[config.mk]
export PLATFORM = sky130hd
export DESIGN_NAME = rtc_slot_snapshot_gate_core
export DESIGN_NICKNAME = d
export VERILOG_FILES = /design/src/sv/rssg_pkg.sv /design/src/sv/rssg_datapath.sv /design/src/sv/rssg_ctrl.sv /design/src/sv/rtc_slot_snapshot_gate_core.sv
export SDC_FILE = /design/constraint.sdc
export NUM_CORES = 1
export LEC_CHECK = 0
export ABC_AREA = 1
export BUFFER_PORTS_ARGS = -buffer_cell sky130_fd_sc_hd__clkbuf_2
export CAP_MARGIN = 10
export CORE_ASPECT_RATIO = 1.75
export CORE_UTILIZATION = 45
export DETAILED_ROUTE_END_ITERATION = 8
export MAX_ROUTING_LAYER = met4
export PLACE_DENSITY_LB_ADDON = 0.25
export SETUP_SLACK_MARGIN = 0.15
export SYNTH_ARGS = -nofsm -noshare
export SYNTH_HDL_FRONTEND = slang
export SYNTH_SLANG_ARGS = --single-unit
[constraint.sdc]
create_clock -name aclk -period 12.3 [get_ports aclk]
set_input_delay 1.23 -clock aclk [delete_from_list [all_inputs] [get_ports aclk]]
set_output_delay 1.23 -clock aclk [all_outputs]
set_load 0.02 [all_outputs]
[src/sv/rssg_pkg.sv]
// Package for the RTC slot snapshot gate: payload structs, opcodes, action codes,
// controller commands and status.
// No dependencies.
package rssg_pkg;

    localparam logic [31:0] NO_SLOT      = 32'hFFFF_FFFF;
    localparam logic [15:0] IV_DEFAULT   = 16'd60;
    localparam logic [15:0] YEAR_DAYS    = 16'd372;
    localparam logic [15:0] MONTH_DAYS   = 16'd31;
    localparam logic [31:0] DAY_SECONDS  = 32'd86400;
    localparam logic [16:0] HOUR_SECONDS = 17'd3600;
    localparam logic [16:0] MIN_SECONDS  = 17'd60;
    localparam int          QUO_W        = 32;
    localparam int          CNT_W        = $clog2(QUO_W);

    typedef enum logic [1:0] {
        OP_POLL   = 2'd0,
        OP_MARK   = 2'd1,
        OP_LIGHT  = 2'd2,
        OP_RESYNC = 2'd3
    } opcode_t;

    typedef enum logic [3:0] {
        ACT_NONE        = 4'd0,
        ACT_SEND        = 4'd1,
        ACT_RESTART     = 4'd2,
        ACT_SKIP_LIGHT  = 4'd3,
        ACT_SKIP_SENT   = 4'd4,
        ACT_HOLD        = 4'd5,
        ACT_SAME_SLOT   = 4'd6,
        ACT_GATED       = 4'd7,
        ACT_CLK_INVALID = 4'd8,
        ACT_WAIT_FRAME  = 4'd9,
        ACT_RECORDED    = 4'd10
    } action_t;

    typedef enum logic [1:0] {
        REG_GATE_ENABLE = 2'd0,
        REG_INTERVAL    = 2'd1,
        REG_HOLD_MS     = 2'd2,
        REG_SKIP_MS     = 2'd3
    } reg_index_t;

    typedef struct packed {
        logic [1:0]  opcode;
        logic [31:0] now_ms;
        logic [31:0] last_control_ms;
        logic        clock_valid;
        logic [4:0]  hours;
        logic [5:0]  minutes;
        logic [5:0]  seconds;
        logic [6:0]  year;
        logic [3:0]  month;
        logic [4:0]  day_of_month;
        logic [1:0]  sampler_status;
        logic        provisioned;
    } in_t;

    typedef struct packed {
        logic [3:0]  action;
        logic [31:0] slot_value;
    } out_t;

    typedef struct packed {
        logic load;
        logic prep;
        logic step;
        logic finish;
    } cmd_t;

    typedef struct packed {
        logic div_last;
        logic out_free;
    } status_t;

endpackage

[src/sv/rssg_datapath.sv]
// Datapath of the RTC slot snapshot gate: item capture, slot arithmetic, serial
// divider, gate state, configuration registers and output register.
// Depends on rssg_pkg.
module rssg_datapath (
    input  logic              aclk,
    input  logic              aresetn,
    input  logic              cfg_wen,
    input  logic [1:0]        cfg_index,
    input  logic [31:0]       cfg_wdata,
    input  rssg_pkg::in_t     s_data,
    output logic              m_valid,
    input  logic              m_ready,
    output rssg_pkg::out_t    m_data,
    input  rssg_pkg::cmd_t    cmd,
    output rssg_pkg::status_t status
);

    rssg_pkg::in_t  item_reg;
    rssg_pkg::out_t out_reg;
    logic           m_valid_reg, m_valid_next;

    logic        gate_en_reg;
    logic [15:0] iv_reg;
    logic [31:0] hold_ms_reg, skip_ms_reg;

    logic [31:0] handled_reg, handled_next;
    logic [31:0] sent_reg, sent_next;
    logic [31:0] light_tick_reg, light_tick_next;
    logic        skip_pend_reg, skip_pend_next;

    logic [rssg_pkg::QUO_W-1:0] quo_reg, quo_next;
    logic [15:0]                rem_reg, rem_next;
    logic [rssg_pkg::CNT_W-1:0] cnt_reg, cnt_next;
    logic                       hold_reg, skip_hit_reg;

    logic [15:0] key;
    logic [16:0] sod;
    logic [31:0] dividend;
    logic [16:0] shifted;
    logic        ge;
    logic        slot_ok;
    logic [31:0] hold_diff, skip_diff;

    rssg_pkg::action_t act;
    logic [31:0]       report;

    assign key = 16'(item_reg.year) * rssg_pkg::YEAR_DAYS
               + 16'(item_reg.month) * rssg_pkg::MONTH_DAYS
               + 16'(item_reg.day_of_month);
    assign sod = 17'(item_reg.hours) * rssg_pkg::HOUR_SECONDS
               + 17'(item_reg.minutes) * rssg_pkg::MIN_SECONDS
               + 17'(item_reg.seconds);
    // Fits in 32 bits for every field pattern: largest key times a day plus the largest second count.
    assign dividend = 32'(key) * rssg_pkg::DAY_SECONDS + 32'(sod);

    assign slot_ok = item_reg.clock_valid && (item_reg.hours <= 5'd23)
                   && (item_reg.minutes <= 6'd59) && (item_reg.seconds <= 6'd59);

    assign hold_diff = item_reg.now_ms - item_reg.last_control_ms;
    assign skip_diff = item_reg.now_ms - light_tick_reg;

    assign shifted = {rem_reg, quo_reg[rssg_pkg::QUO_W-1]};
    assign ge      = shifted >= {1'b0, iv_reg};

    always_comb begin
        quo_next = quo_reg;
        rem_next = rem_reg;
        cnt_next = cnt_reg;
        if (cmd.prep) begin
            quo_next = dividend;
            rem_next = '0;
            cnt_next = '0;
        end else if (cmd.step) begin
            quo_next = {quo_reg[rssg_pkg::QUO_W-2:0], ge};
            rem_next = ge ? 16'(shifted - {1'b0, iv_reg}) : shifted[15:0];
            cnt_next = cnt_reg + 1'b1;
        end
    end

    assign status.div_last = (cnt_reg == rssg_pkg::CNT_W'(rssg_pkg::QUO_W - 1));
    assign status.out_free = !m_valid_reg || m_ready;

    // Decision on the finished slot.
    always_comb begin
        act             = rssg_pkg::ACT_NONE;
        report          = rssg_pkg::NO_SLOT;
        handled_next    = handled_reg;
        sent_next       = sent_reg;
        light_tick_next = light_tick_reg;
        skip_pend_next  = skip_pend_reg;
        unique case (rssg_pkg::opcode_t'(item_reg.opcode))
            rssg_pkg::OP_POLL: begin
                if (!gate_en_reg || !item_reg.provisioned) begin
                    act = rssg_pkg::ACT_GATED;
                end else if (!slot_ok) begin
                    act = rssg_pkg::ACT_CLK_INVALID;
                end else begin
                    report = quo_reg;
                    priority if (quo_reg == handled_reg) begin
                        act = rssg_pkg::ACT_SAME_SLOT;
                    end else if (hold_reg) begin
                        act = rssg_pkg::ACT_HOLD;
                    end else if (skip_pend_reg && skip_hit_reg) begin
                        skip_pend_next = 1'b0;
                        handled_next   = quo_reg;
                        act            = rssg_pkg::ACT_SKIP_LIGHT;
                    end else begin
                        skip_pend_next = 1'b0;
                        priority if (quo_reg == sent_reg) begin
                            handled_next = quo_reg;
                            act          = rssg_pkg::ACT_SKIP_SENT;
                        end else if (item_reg.sampler_status != 2'd0) begin
                            act = item_reg.sampler_status[1] ? rssg_pkg::ACT_RESTART
                                                             : rssg_pkg::ACT_WAIT_FRAME;
                        end else begin
                            handled_next = quo_reg;
                            act          = rssg_pkg::ACT_SEND;
                        end
                    end
                end
            end
            rssg_pkg::OP_MARK: begin
                if (slot_ok) begin
                    sent_next = quo_reg;
                    report    = quo_reg;
                    act       = rssg_pkg::ACT_RECORDED;
                end else begin
                    act = rssg_pkg::ACT_CLK_INVALID;
                end
            end
            rssg_pkg::OP_LIGHT: begin
                light_tick_next = item_reg.now_ms;
                skip_pend_next  = 1'b1;
                act             = rssg_pkg::ACT_RECORDED;
            end
            rssg_pkg::OP_RESYNC: begin
                if (gate_en_reg) begin
                    handled_next = slot_ok ? quo_reg : rssg_pkg::NO_SLOT;
                    report       = handled_next;
                    act          = rssg_pkg::ACT_RECORDED;
                end else begin
                    handled_next = rssg_pkg::NO_SLOT;
                end
            end
            default: act = rssg_pkg::ACT_NONE;
        endcase
    end

    always_comb begin
        m_valid_next = m_valid_reg;
        if (m_ready) begin
            m_valid_next = 1'b0;
        end
        if (cmd.finish) begin
            m_valid_next = 1'b1;
        end
    end

    always_ff @(posedge aclk) begin
        if (!aresetn) begin
            gate_en_reg    <= 1'b0;
            iv_reg         <= rssg_pkg::IV_DEFAULT;
            hold_ms_reg    <= '0;
            skip_ms_reg    <= '0;
            handled_reg    <= rssg_pkg::NO_SLOT;
            sent_reg       <= rssg_pkg::NO_SLOT;
            light_tick_reg <= '0;
            skip_pend_reg  <= 1'b0;
            m_valid_reg    <= 1'b0;
            cnt_reg        <= '0;
        end else begin
            if (cfg_wen) begin
                unique case (rssg_pkg::reg_index_t'(cfg_index))
                    rssg_pkg::REG_GATE_ENABLE: gate_en_reg <= cfg_wdata[0];
                    rssg_pkg::REG_INTERVAL: begin
                        iv_reg <= (cfg_wdata[15:0] == 16'd0) ? rssg_pkg::IV_DEFAULT
                                                             : cfg_wdata[15:0];
                    end
                    rssg_pkg::REG_HOLD_MS: hold_ms_reg <= cfg_wdata;
                    rssg_pkg::REG_SKIP_MS: skip_ms_reg <= cfg_wdata;
                    default: gate_en_reg <= gate_en_reg;
                endcase
            end
            if (cmd.finish) begin
                handled_reg    <= handled_next;
                sent_reg       <= sent_next;
                light_tick_reg <= light_tick_next;
                skip_pend_reg  <= skip_pend_next;
            end
            m_valid_reg <= m_valid_next;
            cnt_reg     <= cnt_next;
        end
    end

    always_ff @(posedge aclk) begin
        if (cmd.load) begin
            item_reg <= s_data;
        end
        if (cmd.prep) begin
            hold_reg     <= hold_diff < hold_ms_reg;
            skip_hit_reg <= skip_diff <= skip_ms_reg;
        end
        quo_reg <= quo_next;
        rem_reg <= rem_next;
        if (cmd.finish) begin
            out_reg.action     <= act;
            out_reg.slot_value <= report;
        end
    end

    assign m_valid = m_valid_reg;
    assign m_data  = out_reg;

endmodule

[src/sv/rssg_ctrl.sv]
// Controller of the RTC slot snapshot gate: sequences capture, setup, divide
// and finish. Depends on rssg_pkg.
module rssg_ctrl (
    input  logic              aclk,
    input  logic              aresetn,
    input  logic              s_valid,
    output logic              s_ready,
    output rssg_pkg::cmd_t    cmd,
    input  rssg_pkg::status_t status
);

    typedef enum logic [3:0] {
        ST_IDLE   = 4'b0001,
        ST_PREP   = 4'b0010,
        ST_DIV    = 4'b0100,
        ST_FINISH = 4'b1000
    } state_t;

    state_t state_reg, state_next;

    always_comb begin
        state_next = state_reg;
        cmd        = '0;
        s_ready    = 1'b0;
        unique case (state_reg)
            ST_IDLE: begin
                s_ready  = 1'b1;
                cmd.load = s_valid;
                if (s_valid) begin
                    state_next = ST_PREP;
                end
            end
            ST_PREP: begin
                cmd.prep   = 1'b1;
                state_next = ST_DIV;
            end
            ST_DIV: begin
                cmd.step = 1'b1;
                if (status.div_last) begin
                    state_next = ST_FINISH;
                end
            end
            ST_FINISH: begin
                // hold until the output register can take the result
                if (status.out_free) begin
                    cmd.finish = 1'b1;
                    state_next = ST_IDLE;
                end
            end
            default: state_next = ST_IDLE;
        endcase
    end

    always_ff @(posedge aclk) begin
        if (!aresetn) begin
            state_reg <= ST_IDLE;
        end else begin
            state_reg <= state_next;
        end
    end

endmodule

[src/sv/rtc_slot_snapshot_gate_core.sv]
// After an item is accepted, the setup state forms the second count and the tick compares,
// the divide state runs the radix-2 restoring divide by interval_seconds, and the finish
// state decides and loads the output register, waiting while that register is full and unread.
// The input is ready again the cycle after that; one item is in work at a time, and the
// next is accepted while a result still waits in the output register.
// Depends on rssg_pkg, rssg_ctrl and rssg_datapath.
module rtc_slot_snapshot_gate_core (
    input  logic           aclk,
    input  logic           aresetn,
    input  logic           cfg_wen,
    input  logic [1:0]     cfg_index,
    input  logic [31:0]    cfg_wdata,
    input  logic           s_valid,
    output logic           s_ready,
    input  rssg_pkg::in_t  s_data,
    output logic           m_valid,
    input  logic           m_ready,
    output rssg_pkg::out_t m_data
);

    rssg_pkg::cmd_t    cmd;
    rssg_pkg::status_t status;

    rssg_ctrl u_ctrl (
        .aclk    (aclk),
        .aresetn (aresetn),
        .s_valid (s_valid),
        .s_ready (s_ready),
        .cmd     (cmd),
        .status  (status)
    );

    rssg_datapath u_datapath (
        .aclk      (aclk),
        .aresetn   (aresetn),
        .cfg_wen   (cfg_wen),
        .cfg_index (cfg_index),
        .cfg_wdata (cfg_wdata),
        .s_data    (s_data),
        .m_valid   (m_valid),
        .m_ready   (m_ready),
        .m_data    (m_data),
        .cmd       (cmd),
        .status    (status)
    );

endmodule
**Yosys cells after proc, flatten, opt, wreduce, memory -nomap -nowiden**

Index checks and enable logic that the tools add are counted.

- Bits in writable memories: 0
- Output and inout bits: 38
- Input port bits: 142
- ROM bits: 0
- Flip-flop bits (word level): 377
- Memories kept: 0
- Bits in latches: 0
- Logic and storage cells: 142

- $lt $le $gt $ge: 6
- Divide/modulo/power cells: 0
- Eq/ne operators: 21
- Reductions and logical operators: 27
- Bitwise logic cells: 1
- Mux-type cells: 44
- $add $sub $neg: 9
- Shift operators: 0
- Multipliers: 5

Operators by type and width:

| operator | count |
|---|---|
| $mux 32 | 12 |
| $pmux 32 s3 | 1 |
| $eq 32x32->1 | 2 |
| $pmux 32 s2 | 1 |
| $sub 32x32->32 | 2 |
| $mux 4 | 12 |
| $add 32x17->32 | 1 |
| $le 32x32->1 | 1 |
| $lt 32x32->1 | 1 |
| $mux 16 | 2 |
| $pmux 4 s4 | 2 |
| $mul 16x10->25 const B | 1 |
| $add 17x12->17 | 1 |
| $add 17x6->17 | 1 |
| $ge 17x16->1 | 1 |
| $add 16x5->16 | 1 |
| $add 16x9->16 | 1 |
| $logic_not 16->1 | 1 |
| $sub 16x16->16 | 1 |
| $mul 7x7->14 const B | 1 |
| $mul 5x8->13 const B | 1 |
| $le 6x6->1 const B | 2 |
| $mux 1 | 12 |
| $ne 2x2->1 const B | 6 |
| 26 further kinds | 46 |

**Longest topological paths before layout**

- Depth after elaboration: 9
- Gate-level depth with buffers: 50
- Gate-level depth less buffers: 50

**By module**

A second synthesis with hierarchy kept.

- Cells, all modules: 3543
- Area total of the unflattened synthesis: 28122.0 um2

By module, submodules not included:

| module | times used | area an instance (um2) | sequential area each (um2) | cells each |
|---|---|---|---|---|
| rssg_datapath | 1 | 27866.7 | 9198.8 | 3504 |
| rssg_ctrl | 1 | 255.2 | 80.1 | 39 |

**Least setup slack after synthesis**

Ideal clock, no wire load.

- Path kind: register to register
- From: reg u_datapath.item_reg[15] (netlist name)
- To: reg u_datapath.quo_reg[28] (netlist name), data pin
- Buffers on the path: 0
- Arrival time: 7.915 ns
- Setup slack: 4.128 ns
- Setup time: 0.257 ns
- Required time: 12.043 ns
- Clock period less this slack: 8.172 ns
- Stages on the path, launching flop included: 41
- Path through: edfxtp_1 > ha_1 > ha_1 > inv_1 > fa_1 > inv_1 > fa_1 > ha_1 > xor2_1 > ha_1 > ha_1 > ha_1 > inv_1 > o21bai_1 > xor2_1 > inv_1 > ha_1 > inv_1 > [5 not listed] > fa_1 > inv_1 > ha_1 > nand2_1 > nor2_1 > inv_1 > nor2_1 > nor2_1 > nand2_1 > nand2_1 > nand2_2 > inv_1 > nor2_1 > nand3_2 > nor2_1 > nand3_1 > nand3_1 > o21ai_1

- Cells in the longest elaborated chain, start to end: 6

Ends and longest elaborated chain:

| element | RTL line | text |
|---|---|---|
| start, declared | rssg_datapath.sv:18 | `rssg_pkg::in_t item_reg;` |
| start signal, assigned | rssg_datapath.sv:197 | `item_reg <= s_data;` |
| $mul 7x7->14 | rssg_datapath.sv:47 | `assign key = 16'(item_reg.year) * rssg_pkg::YEAR_DAYS` |
| $add 16x9->16 | rssg_datapath.sv:48 | `+ 16'(item_reg.month) * rssg_pkg::MONTH_DAYS` |
| $add 16x5->16 | rssg_datapath.sv:49 | `+ 16'(item_reg.day_of_month);` |
| $mul 16x10->25 | rssg_datapath.sv:54 | `assign dividend = 32'(key) * rssg_pkg::DAY_SECONDS + 32'(sod);` |
| $add 32x17->32 | rssg_datapath.sv:54 |  |
| $mux 32 | rssg_datapath.sv:69 | `if (cmd.prep) begin` |
| via u_datapath.quo_next (one bit) | rssg_datapath.sv:31 | `logic [rssg_pkg::QUO_W-1:0] quo_reg, quo_next;` |
| end signal, assigned | rssg_datapath.sv:203 | `quo_reg <= quo_next;` |
| end, declared | rssg_datapath.sv:31 |  |

The timed path passes the listed nets, and every way through them passes these cells.
A chain may end at the register's enable or synchronous reset.

**Worst setup path in the final report**

Same ends and word-level chain as after synthesis.

==> metrics.txt <==
gr usage total 23.8%; layout cells sized above 1 9.45%; chip height 336 um; most frequent cells in the layout nand2_1 (661), inv_1 (624), ha_1 (351); first-pass GRT wire length 118000 um; share of the yosys chip area belonging to registers 32.4%; synthesized net count 4192; Post-CTS Setup Bufs 0; most common cell after layout, fill and taps aside nand2_1; fin. max-slew vios 0; met2 Use GR 44.4%; failing checks design-rule violations; Slew HR 21.0%; worst r2r path cells 40; hold wc startpoint u_datapath.skip_pend_reg; CTS Hold Bufs 0; Sinks on Clock Net 377; final setup fails 0; Initial Util 45.8%; H-tree depth 2; post-synthesis cell type count 65; Synth Flop Type dfxtp_1; reg-to-reg endpoint u_datapath.quo_reg[28]; chip width 193 um; Antenna Nets Post-Route 0; Starting DRT DRC Count 1103; unrepaired setup endpoints after global routing no; grt total ovfl 0; Worst Skew 0.0343 ns; row cnt 121; routability cong. 0.935; WL final 73400 um; gate count after technology mapping 3628; clock latency on the worst-skew pair 0.59 ns; outcome finished with violations; GRT met1 Usage 23.9%; met3 Use GR 2.73%; max FFs per register 103; EDFF count, synth 173; Reg clk slew, reported paths 0.06 ns; TritonCTS Buffers 41; CP Class reg2reg; Buf/Inv on CP 10; vias 23700; worst flop-to-flop path startpoint u_datapath.item_reg[15]; CTS max path bufs 3; CP startpoint kind flop; Synth area leaders edfxtp_1 (18%), ha_1 (15%), dfxtp_1 (14%); max cap viols 0; Seq cells post-synth 377; CP peak stage delay 0.53 ns; DR DRC count 13; I/O Pins 180; cell taking the most area after synthesis edfxtp_1; die area 0.0646 mm2; vias per cell 5.16; R2R setup slack 3.27 ns; Hold Path Class reg2reg; gr busiest metal met2; Final Hold Fails 0; crit-path leading delay family adder cells; cell mode on critical path inv_1; Port Buffer Count 179; clock root cell clkbuf_16; core box area 0.0625 mm2; Worst path slowest cell fa_1; post-DP HPWL 59600 um; number of fill cells 6275; CP endpoint kind flop; worst hold stages 2; Critical Path RT 12.61 ns; CTS tree done; largest net degree at the start of global routing 113; synth warn 0; Worst Max-Slew Pin Slew 1.18 ns; async set or reset register ratio after synthesis 0%; fin util 50.6%; Initial DRT Pass Iterations 7; Crit path arrival time 9.33 ns; Area growth, synth to finish 10.6%; cts repair resizes 0; setup TNS 0 ns; Final Cycle Share 73.4%; Mean Syn Cell Area 7.88 um2; Final nets 4330; critical path peak fanout 6; vias in the first global route 23500; drt wl/cell 15.9 um; area share of the largest cell type after synthesis 18.2%; Mapped Area 0.0286 mm2; WHS Endpoint u_datapath.skip_pend_reg; minimum clock period 9.03 ns; antenna violations before repair 4; fmax 0.111 GHz
[worst max-delay path by stage]
stage	from	endpoint	cells past startpoint
after floorplan	u_datapath.item_reg[15]	u_datapath.quo_reg[28]	40
after global placement	u_datapath.item_reg[15]	u_datapath.quo_reg[28]	40
after detailed placement	u_datapath.item_reg[15]	u_datapath.quo_reg[28]	40
after CTS	u_datapath.item_reg[15]	u_datapath.quo_reg[28]	40
after global routing	u_datapath.item_reg[15]	u_datapath.quo_reg[28]	40
final	u_datapath.item_reg[15]	u_datapath.quo_reg[28]	40
[worst min-delay path: cells and delay by family, from the launching register on]
kind	cells	cell delay [ns]
AO/OA/AOI/OAI	1	0.05
buffers and inverters	1	0.05
flip-flops	1	0.31
[cell families (layout without fill, tap and decap cells)]
| group | Yosys count | in the layout | share of synthesized area [%] |
|---|---|---|---|
| AND/OR/NAND/NOR | 1173 | 1173 | 18.0 |
| AO/OA/AOI/OAI | 747 | 747 | 14.1 |
| buffers and inverters | 737 | 907 | 9.76 |
| adder cells (fa/ha/maj) | 422 | 422 | 20.3 |
| flip-flops | 377 | 377 | 32.4 |
| XOR/XNOR | 172 | 172 | 5.33 |
| other | 0 | 4 | 0 |
[cell usage after synthesis, types with 3 or more instances]
library cell / number
nand2_1: 662
inv_1: 624
ha_1: 351
a21oi_1: 312
o21ai_0: 303
dfxtp_1: 204
nand3_1: 200
edfxtp_1: 173
nor2_1: 141
xor2_1: 90
clkbuf_1: 89
xnor2_1: 81
fa_1: 71
nand4_1: 34
nor3_1: 33
o211ai_1: 32
or2_2: 31
o21ai_1: 17
o21bai_1: 17
nand2_2: 15
nor4_1: 14
nor2_2: 12
a31oi_1: 9
inv_2: 9
a21o_1: 8
o22ai_1: 7
a211oi_1: 6
and2_1: 6
buf_2: 6
nand3_2: 6
a21boi_0: 5
o221ai_1: 5
nor2_4: 4
o21a_1: 4
buf_4: 3
clkinv_1: 3
[routing by layer]
layer,wire [um],up-vias
li1,-,12300
met3,2180,162
met4,3980,0
met2,39400,442
met1,27800,10900
met5,0,-
[cell type report]
cell class / instances / area (um2) / area share (%)
clock inverter: 16 / 185 / 0.585
inverter: 636 / 2390 / 7.54
multi-input combinational: 2514 / 16600 / 52.3
antenna: 4 / 10.0 / 0.0316
timing repair buffer: 196 / 1030 / 3.24
tap: 799 / 1000 / 3.16
sequential: 377 / 9280 / 29.3
clock buffer: 59 / 1190 / 3.78
[through the flow]
stage	area, um2	worst slack, ns	std cells	hold slack, ns
after detailed placement	30300	3.28	4522	0.449
after global routing	31700	2.67	4601	0.474
after floorplan	28600	4.13	3628	0.424
after global placement	30300	3.45	4522	0.443
after CTS	31600	3.27	4597	0.458
final	31700	3.27	4601	0.460
Power is not shown: default switching activity piles up to over one toggle a cycle in this logic, so the estimate is an artifact.
